`src/psar_pkg.sv`:
```
// ----------------------------------------------------------------------------
// psar_pkg
// Shared types, trend codes and register defaults of the parabolic
// stop-and-reverse indicator.
// ----------------------------------------------------------------------------
package psar_pkg;

  localparam int unsigned PRICE_W   = 32;
  localparam int unsigned FACTOR_W  = 16;
  localparam int unsigned INDEX_W   = 16;
  localparam int unsigned TREND_W   = 3;
  localparam int unsigned CFG_IDX_W = 8;

  // trend codes
  localparam logic [TREND_W-1:0] TREND_NONE     = 3'd0;
  localparam logic [TREND_W-1:0] TREND_LONG     = 3'd1;
  localparam logic [TREND_W-1:0] TREND_SHORT    = 3'd2;
  localparam logic [TREND_W-1:0] TREND_TO_SHORT = 3'd3;
  localparam logic [TREND_W-1:0] TREND_TO_LONG  = 3'd4;

  // configuration register indexes
  localparam logic [CFG_IDX_W-1:0] CFG_START_INDEX = 8'd0;
  localparam logic [CFG_IDX_W-1:0] CFG_ACCEL_STEP  = 8'd1;
  localparam logic [CFG_IDX_W-1:0] CFG_ACCEL_MAX   = 8'd2;

  localparam logic [INDEX_W-1:0]  START_INDEX_RST = 16'd10;
  localparam logic [FACTOR_W-1:0] ACCEL_STEP_RST  = 16'd1311;
  localparam logic [FACTOR_W-1:0] ACCEL_MAX_RST   = 16'd13107;

  typedef logic signed [PRICE_W-1:0] price_t;
  typedef logic [FACTOR_W-1:0]       factor_t;

  typedef struct packed {
    logic [INDEX_W-1:0] start_index;
    factor_t            accel_step;
    factor_t            accel_max;
  } cfg_t;

  typedef struct packed {
    logic [TREND_W-1:0] trend;
    price_t             stop;
    factor_t            factor;
  } sar_state_t;

  typedef struct packed {
    logic [INDEX_W-1:0] bar_index;
    price_t             bar_high;
    price_t             bar_low;
    price_t             window_highest;
    price_t             window_lowest;
  } bar_t;

endpackage

```
`src/psar_if.sv`:
```


interface psar_cfg_if import psar_pkg::*; ();
  logic                 valid;
  logic                 ready;
  logic [CFG_IDX_W-1:0] index;
  logic [FACTOR_W-1:0]  data;

  modport source (output valid, index, data, input ready);
  modport sink   (input valid, index, data, output ready);
endinterface

```
`src/psar_cfg.sv`:
```
// ----------------------------------------------------------------------------
// psar_cfg
// Configuration register file: start index, acceleration step and maximum.
// ----------------------------------------------------------------------------
module psar_cfg import psar_pkg::*; (
  input  logic         clk_i,
  input  logic         rst_ni,
  psar_cfg_if.sink     cfg_i,
  output cfg_t         cfg_o
);

  cfg_t cfg_q, cfg_d;

  assign cfg_i.ready = 1'b1;

  always_comb begin
    cfg_d = cfg_q;
    if (cfg_i.valid) begin
      unique case (cfg_i.index)
        CFG_START_INDEX: cfg_d.start_index = cfg_i.data;
        CFG_ACCEL_STEP:  cfg_d.accel_step  = cfg_i.data;
        CFG_ACCEL_MAX:   cfg_d.accel_max   = cfg_i.data;
        default:         cfg_d = cfg_q;
      endcase
    end
  end

  always_ff @(posedge clk_i or negedge rst_ni) begin
    if (!rst_ni) begin
      cfg_q.start_index <= START_INDEX_RST;
      cfg_q.accel_step  <= ACCEL_STEP_RST;
      cfg_q.accel_max   <= ACCEL_MAX_RST;
    end else begin
      cfg_q <= cfg_d;
    end
  end

  assign cfg_o = cfg_q;

endmodule

```
`src/flat_wrapper.sv`:
```
// flat-port wrapper written by rule: the top's interface ports become plain ports
module psar_cfg_flat import psar_pkg::*;
  (clk_i, rst_ni, cfg_o, cfg_i_valid, cfg_i_index, cfg_i_data, cfg_i_ready);
  psar_cfg_if cfg_i_i ();
  input  logic clk_i;
  input  logic rst_ni;
  output cfg_t cfg_o;
  input wire logic [$bits(cfg_i_i.valid)-1:0] cfg_i_valid;
  input wire logic [$bits(cfg_i_i.index)-1:0] cfg_i_index;
  input wire logic [$bits(cfg_i_i.data)-1:0] cfg_i_data;
  output wire logic [$bits(cfg_i_i.ready)-1:0] cfg_i_ready;
  assign cfg_i_i.valid = cfg_i_valid;
  assign cfg_i_i.index = cfg_i_index;
  assign cfg_i_i.data = cfg_i_data;
  assign cfg_i_ready = cfg_i_i.ready;
  psar_cfg u_core (.clk_i(clk_i), .rst_ni(rst_ni), .cfg_i(cfg_i_i), .cfg_o(cfg_o));
endmodule
```
`config.mk`:
```
export PLATFORM = sky130hd
export DESIGN_NAME = psar_cfg_flat
export DESIGN_NICKNAME = d
export VERILOG_FILES = /design/src/psar_pkg.sv /design/src/psar_if.sv /design/src/psar_cfg.sv /design/src/flat_wrapper.sv
export SDC_FILE = /design/constraint.sdc
export NUM_CORES = 1
export LEC_CHECK = 0
export BUFFER_PORTS_ARGS = -buffer_cell sky130_fd_sc_hd__buf_2
export CORE_MARGIN = 1
export CORE_UTILIZATION = 45
export DETAILED_ROUTE_END_ITERATION = 16
export PLACE_DENSITY = 0.78
export SLEW_MARGIN = 20
export SYNTH_ARGS = -nofsm -noshare
export SYNTH_HDL_FRONTEND = slang
export SYNTH_SLANG_ARGS = --single-unit
```
`constraint.sdc`:
```
create_clock -name clk_i -period 1 [get_ports clk_i]
set_clock_uncertainty 0.1 [all_clocks]
set_input_delay 0.15 -clock clk_i [delete_from_list [all_inputs] [get_ports clk_i]]
set_output_delay 0.15 -clock clk_i [all_outputs]
set_load 0.005 [all_outputs]
```
==> impl_metrics.csv, run 1 <==
group,metric,value,unit
outcome,run_status,"finished, violations left",
outcome,violations,"setup timing",
detailed_routing,wl_per_cell,16.3,um
setup_path,critPathKind,"in -> reg",
cts,clk_latency,0.28,ns
final_layout,largest_reg_flops,48,
detailed_routing,first_pass_iters,4,
die,die_w,66.9,um
final_layout,drive_gt1_share,83.3,%
yosys,yosys.area.top_type,"dfrtp_1",
setup_path,slowest_delay,0.34,ns
setup_path,critPathSlowestCell,"mux2_2",
die,start_util,47.0,%
grt,grt_first_pass_wirelength,6.62,mm
detailed_routing,ant_nets,0,
placed_design,post_dp_cell_area,2450,um^2
sta,hold_violations,0,
setup_path,worstPathMaxFanout,16,
grt,grt_pass1_vias,1343,
grt,grt_max_degree,49,
hold_path,hp-class,"in -> reg",
yosys,synth_cells,109,
yosys,ys_seq_area_share,64.5,%
yosys,syn_nets,136,
detailed_routing,dr_total_vias,1315,
cts,clkTransAtPathRegs,0.09,ns
sta,slew_violations,0,
placed_design,gp_congestion,0.678,
cts,cts_buffer_depth,2,
yosys,synth_area,1890,um^2
yosys,synth.distinct_cells,13,
grt,grt_overflow,0,
setup_path,cp.required,1.08,ns
die,die_h,66.9,um
placed_design,portBuffers,74,
setup_path,cp_top_family,"simple AND/OR/NAND/NOR gates",
final_layout,fin_nets,242,
setup_path,cp.arrival,1.31,ns
sta,fin_crit_sh,124,%
detailed_routing,drc,0,
pwr,ir_drop,0.995,mV
sta,rsz0062_at_grt,"yes",
detailed_routing,viasPerCell,4.94,
cts,clkSinkCount,48,
die,rows,23,
yosys,yosys_register_bits,48,
die,die-area,4470,um^2
yosys,ys_top_cells_by_area,"dfrtp_1 (41%), mux2_2 (29%), dfstp_2 (24%), nor4b_4 (1.3%), buf_4 (1.2%)",
final_layout,utilization,72.4,%
yosys,yosys.area.top_type_share,41.0,%
cts,cts_buffers,5,
cts,cts_tree,"built",
setup_path,critPathLaunchType,"input port",
die,coreArea,4030,um^2
setup_path,end_kind,"flop",
detailed_routing,first_iter_violations,42,
final_layout,design_area,2920,um^2
final_layout,layout_common_cells,"buf_2 (62), dfrtp_1 (31), mux2_4 (27)",
cts,root_buffer,"clkbuf_8",
grt,gr-usage-all-layers,20.5,%
sta,period_minus_slack,1.24,ns
final_layout,diodes,0,
sta,setup_viol,96,
final_layout,layout_commonest_cell,"buf_2",
sta,fmax,0.807,GHz
grt,antenna_found_initial,0,
yosys,yosysWarnings,0,
setup_path,cp_num_buf_inv,2,
die,io-pin-count,76,
cts,h-tree-depth,2,
placed_design,hpwlAfterDp,2.84,mm
detailed_routing,routed_wl,4.33,mm
pwr,cellLeakagePower,1.56,nW
yosys,avgSynthCellArea,17.4,um^2
sta,fin_ws,-0.239,ns
pwr,power_per_cell_area,1430,nW/um^2
final_layout,syn_to_final_growth,53.9,%
setup_path,worstPathCellList,"buf_6 > nor4b_4 > and3_1 > buf_12 > mux2_2",
run,maxCapViolCount,0,
-- metal layers --
| layer | wire [um] | vias up | GRT usage (%) |
|---|---|---|---|
| li1 | - | 598 | - |
| met1 | 1820 | 657 | 25.2 |
| met2 | 2140 | 58 | 34.6 |
| met3 | 366 | 2 | 8.05 |
| met4 | 4 | 0 | 3.19 |
| met5 | 0 | - | 0 |
-- report_power, final --
part	internal (W)	switching (W)	total, W
combinational	0.000289	0.000175	0.000464
sequential	0.00206	0.0000514	0.00211
clock	0.000999	0.000597	0.00160
-- repair_timing --
action | in CTS | in global routing
hold endpoints to repair | 48 | 0
endpoints found under the setup margin | 96 | 96
hold buffers | 1 | 0
cloned | 2 | 0
buffers inserted | 18 | 3
pin swaps | 3 | 2
resized for setup | 19 | 8
-- cell families after synthesis --
group	share of synthesized area [%]
buf+inv	3.17
flops	64.5
mux	28.5
other cells	0.198
simple gates	3.57
-- cell usage after synthesis, drive strengths merged --
cell	number
nand3	1
dfstp	17
nor4b	1
dfrtp	31
and3	1
and3b	1
mux2	48
nor4	2
conb	1
buf	6
-- stage by stage --
step	worst slack (ns)	power, W	std cells	setup TNS, ns	hold slack (ns)
after floorplan	-0.426	0.00227	109	-15.18	-0.246
after global placement	-0.525	0.00249	235	-22.33	0.0470
after detailed placement	-0.609	0.00251	235	-25.36	0.0498
after CTS	-0.252	0.00420	263	-14.42	0.00370
after global routing	-0.284	0.00435	266	-17.78	0.00583
final	-0.239	0.00417	266	-13.49	0.0181
-- path summary, 6_finish.rpt --
| check | start | end | slack [ns] | cells past startpoint |
|---|---|---|---|---|
| setup / recovery | cfg_i_index[3] | u_core.cfg_o[31] | -0.24 | 5 |
| hold / removal | cfg_i_data[9] | u_core.cfg_o[9] | 0.02 | 2 |
| setup reg to reg | u_core.cfg_o[23] | u_core.cfg_o[23] | 0 | 2 |
| hold reg to reg | u_core.cfg_o[7] | u_core.cfg_o[7] | 0.41 | 1 |
| max in group asynchronous | rst_ni | u_core.cfg_o[35] | 0.25 | 3 |
| min in group asynchronous | rst_ni | u_core.cfg_o[42] | 0.27 | 3 |
-- final cells by class --
| cell class | instances | area (um^2) |
|---|---|---|
| Clock buffer | 6 | 72.6 |
| Clock inverter | 2 | 60.1 |
| Fill cell | 269 | 1110 |
| Multi-Input combinational cell | 55 | 731 |
| Sequential cell | 48 | 1220 |
| Tap cell | 50 | 62.6 |
| Timing Repair Buffer | 105 | 767 |
(Power assumes the default switching activity.)
==> run 2: changes to the inputs <==
--- a/config.mk
+++ b/config.mk
@@ -7,9 +7,9 @@
 export LEC_CHECK = 0
 export BUFFER_PORTS_ARGS = -buffer_cell sky130_fd_sc_hd__buf_2
 export CORE_MARGIN = 1
-export CORE_UTILIZATION = 45
+export CORE_UTILIZATION = 43
 export DETAILED_ROUTE_END_ITERATION = 16
-export PLACE_DENSITY = 0.78
+export PLACE_DENSITY = 0.86
 export SLEW_MARGIN = 20
 export SYNTH_ARGS = -nofsm -noshare
 export SYNTH_HDL_FRONTEND = slang
==> constraint.sdc (replaced) <==
create_clock -name clk_i -period 1.13 [get_ports clk_i]
set_clock_uncertainty 0.1 [all_clocks]
set_input_delay 0.1695 -clock clk_i [delete_from_list [all_inputs] [get_ports clk_i]]
set_output_delay 0.1695 -clock clk_i [all_outputs]
set_load 0.005 [all_outputs]
==> run 2 against run 1 <==
  * The flow still finishes with violations (setup timing)
  * Via count is 3.3% lower
  * Register-to-register slack better by 0.11 ns
  * Wire length is 3.4% higher
  * Clock-buffer cell count is 1 lower
  * Global-route usage is 1.5 points lower
  * Setup slack better by 0.091 ns
  * Non-clock buffer count is 9 lower
  * Worst hold slack better by 0.010 ns
  * Die area is 4.5% higher
  * Combinational power is 13% lower
  * Final area is 0.64% higher
  * First-iteration DRC count is 110% higher
==> impl_metrics.csv, run 2 (synthesis results as in run 1) <==
group,metric,value,unit
grt,grt_overflow,0,
hold_path,hold_start,"cfg_i_data[12]",
setup_path,critPathKind,"in -> reg",
outcome,violations,"setup timing",
setup_path,worstPathMaxFanout,8,
hold_path,hp-class,"in -> reg",
sta,fin_crit_sh,113,%
die,die-area,4680,um^2
sta,fmax,0.783,GHz
cts,clk_latency,0.29,ns
detailed_routing,wl_per_cell,17.5,um
grt,grt_pass1_vias,1269,
detailed_routing,drc,0,
grt,gr-usage-all-layers,19.0,%
setup_path,cp.arrival,1.36,ns
setup_path,end_kind,"flop",
placed_design,gp_congestion,0.676,
placed_design,post_dp_cell_area,2460,um^2
final_layout,layout_commonest_cell,"buf_2",
die,start_util,46.0,%
pwr,power_per_cell_area,1260,nW/um^2
cts,cts_buffer_depth,2,
sta,period_minus_slack,1.28,ns
setup_path,critPathSlowestCell,"nor4b_4",
grt,grt_max_degree,49,
setup_path,r2r_start,"u_core.cfg_o[38]",
final_layout,drive_gt1_share,84.0,%
run,maxCapViolCount,0,
final_layout,final_cells,256,
final_layout,fillers,251,
cts,h-tree-depth,2,
detailed_routing,first_iter_violations,89,
cts,cts_buffers,5,
final_layout,fin_nets,233,
placed_design,dp.cells,237,
detailed_routing,viasPerCell,4.96,
final_layout,syn_to_final_growth,54.9,%
final_layout,layout_common_cells,"buf_2 (59), mux2_4 (33), dfrtp_1 (31)",
die,die_h,68.4,um
sta,setup_viol,65,
cts,cts_tree,"built",
detailed_routing,dr_total_vias,1271,
detailed_routing,ant_nets,0,
grt,grt_first_pass_wirelength,6.27,mm
outcome,run_status,"finished, violations left",
sta,holdWs,0.0283,ns
cts,clkTransAtPathRegs,0.08,ns
setup_path,slowest_delay,0.30,ns
die,die_w,68.4,um
setup_path,worstPathCellList,"buf_6 > nor4b_4 > and3b_2 > clkbuf_16 > mux2_4",
sta,hold_violations,0,
pwr,ir_drop,0.801,mV
sta,slew_violations,0,
sta,rsz0062_at_grt,"yes",
final_layout,largest_reg_flops,48,
sta,fin_ws,-0.148,ns
die,coreArea,4120,um^2
detailed_routing,first_pass_iters,4,
placed_design,hpwlAfterDp,2.77,mm
placed_design,portBuffers,74,
final_layout,diodes,0,
die,rows,23,
cts,root_buffer,"clkbuf_8",
die,io-pin-count,76,
final_layout,design_area,2930,um^2
grt,antenna_found_initial,0,
setup_path,cp.required,1.21,ns
setup_path,critPathLaunchType,"input port",
pwr,cellLeakagePower,1.53,nW
detailed_routing,routed_wl,4.48,mm
cts,clkSinkCount,48,
final_layout,utilization,71.3,%
setup_path,crit_start,"cfg_i_index[6]",
## run 2: changes by cell type in the layout (fill, tap and decap cells not counted), sizes merged
cell and delta:
buf -10
## run 2: area by class of cell
type | instances | area, um^2 | share of cell area [%]
Clock buffer | 5 | 68.8 | 2.35
Clock inverter | 2 | 60.1 | 2.05
Multi-Input combinational cell | 55 | 773 | 26.4
Sequential cell | 48 | 1220 | 41.7
Tap cell | 50 | 62.6 | 2.13
Timing Repair Buffer | 96 | 747 | 25.5
## run 2: per-layer routing
layer  track usage (%)  share of wire (%)
met1              24.0                 42
met2              29.9                 50
met3              5.83                7.6
met4              8.33               0.45
met5                 0                  0
## run 2: power by group
part           switching, W  internal (W)
Sequential        0.0000503       0.00182
Clock              0.000553      0.000871
Combinational      0.000153      0.000249
Total              0.000757       0.00294
## run 2: critical path: cells and delay by family
kind,cells,cell delay [ns]
muxes,1,0.30
buffers and inverters,2,0.29
and+or+nand+nor,2,0.60
## run 2: per-stage QoR
stage	total power [W]	setup WS (ns)	TNS [ns]
floorplan	0.00201	-0.315	-9.90
global placement	0.00221	-0.427	-17.71
detailed placement	0.00222	-0.499	-19.85
CTS	0.00368	-0.126	-5.00
global route	0.00384	-0.166	-6.85
finish	0.00370	-0.148	-4.88
## run 2: repair_timing
action / CTS / global route
pin swaps: 3 / 1
buffers inserted: 3 / 6
gates cloned: 2 / 1
gates resized for setup: 27 / 18
hold endpoints to repair: 32 / 0
endpoints found under the setup margin: 62 / 71
hold buffers: 1 / 0
## run 2: worst paths after layout
path | endpoint | slack [ns] | cells after the start
hold reg to reg | u_core.cfg_o[15] | 0.41 | 1
setup reg to reg | u_core.cfg_o[38] | 0.11 | 2
min in group asynchronous | u_core.cfg_o[10] | 0.29 | 3
hold / removal | u_core.cfg_o[44] | 0.03 | 2
setup / recovery | u_core.cfg_o[43] | -0.15 | 5
max in group asynchronous | u_core.cfg_o[18] | 0.36 | 3
==> run 3: changes to the inputs <==
--- a/config.mk
+++ b/config.mk
@@ -10,6 +10,7 @@
 export CORE_UTILIZATION = 43
 export DETAILED_ROUTE_END_ITERATION = 16
 export PLACE_DENSITY = 0.86
+export SETUP_SLACK_MARGIN = 0.1
 export SLEW_MARGIN = 20
 export SYNTH_ARGS = -nofsm -noshare
 export SYNTH_HDL_FRONTEND = slang
==> run 3 against run 2 <==
  * The run still ends with setup timing left
  * Clock-buffer cell count stayed put
  * Highest routed layer unchanged
  * Sequential cell count stayed put
  * Largest power group unchanged
  * Setup slack better by 0.014 ns
  * Sequential power hardly changed
  * Via count is 5.4% higher
  * Non-clock buffer count is 12 higher
==> impl_metrics.csv, run 3 (synthesis results as in run 1) <==
group,metric,value,unit
setup_path,cp.required,1.22,ns
hold_path,hp-class,"in -> reg",
sta,rsz0062_at_grt,"yes",
final_layout,layout_common_cells,"buf_2 (59), mux2_4 (33), dfrtp_1 (31)",
pwr,cellLeakagePower,1.59,nW
final_layout,syn_to_final_growth,59.6,%
setup_path,critPathSlowestCell,"nor4b_4",
placed_design,post_dp_cell_area,2460,um^2
detailed_routing,viasPerCell,5.00,
setup_path,critPathLaunchType,"input port",
die,start_util,46.0,%
setup_path,rr_worst_depth,2,
final_layout,fin_nets,245,
setup_path,critPathKind,"in -> reg",
final_layout,design_area,3020,um^2
setup_path,slowest_delay,0.30,ns
sta,fin_ws,-0.134,ns
hold_path,hold_start,"cfg_i_data[12]",
setup_path,worstPathMaxFanout,8,
die,die_h,68.4,um
detailed_routing,routed_wl,4.95,mm
placed_design,hpwlAfterDp,2.77,mm
cts,root_buffer,"clkbuf_8",
die,coreArea,4120,um^2
detailed_routing,dr_total_vias,1340,
cts,clkSinkCount,48,
grt,busiest_layer,"met2",
sta,setup_viol,65,
grt,met1_usage,23.5,%
setup_path,end_kind,"flop",
setup_path,worstPathCellList,"buf_6 > nor4b_4 > and3b_2 > clkbuf_16 > mux2_4",
cts,cts_buffers,5,
die,die-area,4680,um^2
sta,period_minus_slack,1.26,ns
setup_path,rrSetupSlack,0.10,ns
detailed_routing,drc,0,
cts,clkTransAtPathRegs,0.09,ns
hold_path,hold_depth,2,
final_layout,final_cells,268,
grt,antenna_found_initial,0,
final_layout,layout_commonest_cell,"buf_2",
final_layout,drive_gt1_share,84.9,%
grt,grt_max_degree,49,
grt,grt_pass1_vias,1354,
grt,met3_usage,7.17,%
die,rows,23,
placed_design,gp_congestion,0.676,
setup_path,r2r-end,"u_core.cfg_o[38]",
final_layout,register_area,1220,um^2
setup_path,r2r_start,"u_core.cfg_o[38]",
sta,fmax,0.791,GHz
final_layout,fillers,239,
detailed_routing,first_pass_iters,4,
pwr,ir_drop,0.796,mV
hold_path,hold_path_end,"u_core.cfg_o[44]",
cts,clk_latency,0.29,ns
final_layout,multiInputGateArea,773,um^2
placed_design,dp.cells,237,
outcome,violations,"setup timing",
final_layout,diodes,0,
cts,h-tree-depth,2,
grt,grtUsageMet2,33.1,%
grt,grt_first_pass_wirelength,6.56,mm
die,die_w,68.4,um
setup_path,cp.arrival,1.35,ns
sta,hold_violations,0,
cts,cts_buffer_depth,2,
detailed_routing,ant_nets,0,
placed_design,portBuffers,74,
outcome,run_status,"finished, violations left",
detailed_routing,wl_per_cell,18.5,um
pwr,total_power,0.00373,W
pwr,power_per_cell_area,1230,nW/um^2
run,maxCapViolCount,0,
die,io-pin-count,76,
final_layout,largest_reg_flops,48,
detailed_routing,first_iter_violations,56,
sta,slew_violations,0,
sta,fin_crit_sh,112,%
cts,cts_tree,"built",
grt,gr-usage-all-layers,20.1,%
grt,grt_overflow,0,
sta,timing.setup.tns,-5.11,ns
sta,holdWs,0.0262,ns
[run 3: changes by cell type in the layout (fill, tap and decap cells not counted), sizes merged]
cell and change:
buf +12
[run 3: how the worst max path moves through the flow]
stage	cells past startpoint	start	to
2_1_floorplan	5	cfg_i_index[2]	u_core.cfg_o[37]
3_5_place_dp	5	cfg_i_index[5]	u_core.cfg_o[31]
4_1_cts	5	cfg_i_index[6]	u_core.cfg_o[32]
6_report	5	cfg_i_index[6]	u_core.cfg_o[43]
5_1_grt	5	cfg_i_index[6]	u_core.cfg_o[43]
3_3_place_gp	5	cfg_i_index[2]	u_core.cfg_o[34]
[run 3: what timing repair did]
| item | CTS | global route |
|---|---|---|
| pin swaps | 3 | 1 |
| buffers inserted | 19 | 2 |
| resized for setup | 27 | 18 |
| hold buffers | 1 | 0 |
| cloned | 2 | 1 |
| setup endpoints to repair | 96 | 96 |
| hold endpoints to repair | 32 | 0 |
[run 3: metal layers]
metal | wire [um] | part of all wire [%]
met2 | 2540 | 51
met4 | 54 | 1.1
met1 | 2040 | 41
met5 | 0 | 0
met3 | 314 | 6.3
[run 3: layout make-up]
type	instances	share of cell area, %
well taps	50	2.07
multi-input cells	55	25.6
clock inverters	2	1.99
repair buffers	108	27.7
flip-flops and latches	48	40.4
clock buffers	5	2.28
[run 3: where the power goes]
| part | leakage (nW) | internal (W) | switching [W] | total (W) |
|---|---|---|---|---|
| sequential | 0.603 | 0.00182 | 0.0000505 | 0.00187 |
| clock | 0.0642 | 0.000871 | 0.000548 | 0.00142 |
| combinational | 0.925 | 0.000273 | 0.000170 | 0.000443 |
[run 3: metrics by stage]
stage | setup WS, ns | util, %
6_report | -0.134 | 73.5
5_1_grt | -0.149 | 73.5
4_1_cts | -0.126 | 70.5
3_5_place_dp | -0.499 | 59.9
3_3_place_gp | -0.427 | 59.9
2_1_floorplan | -0.315 | -
[run 3: critical path, delay by kind of cell]
kind	cells	cell delay, ns
muxes	1	0.30
buffers and inverters	2	0.29
and+or+nand+nor	2	0.59
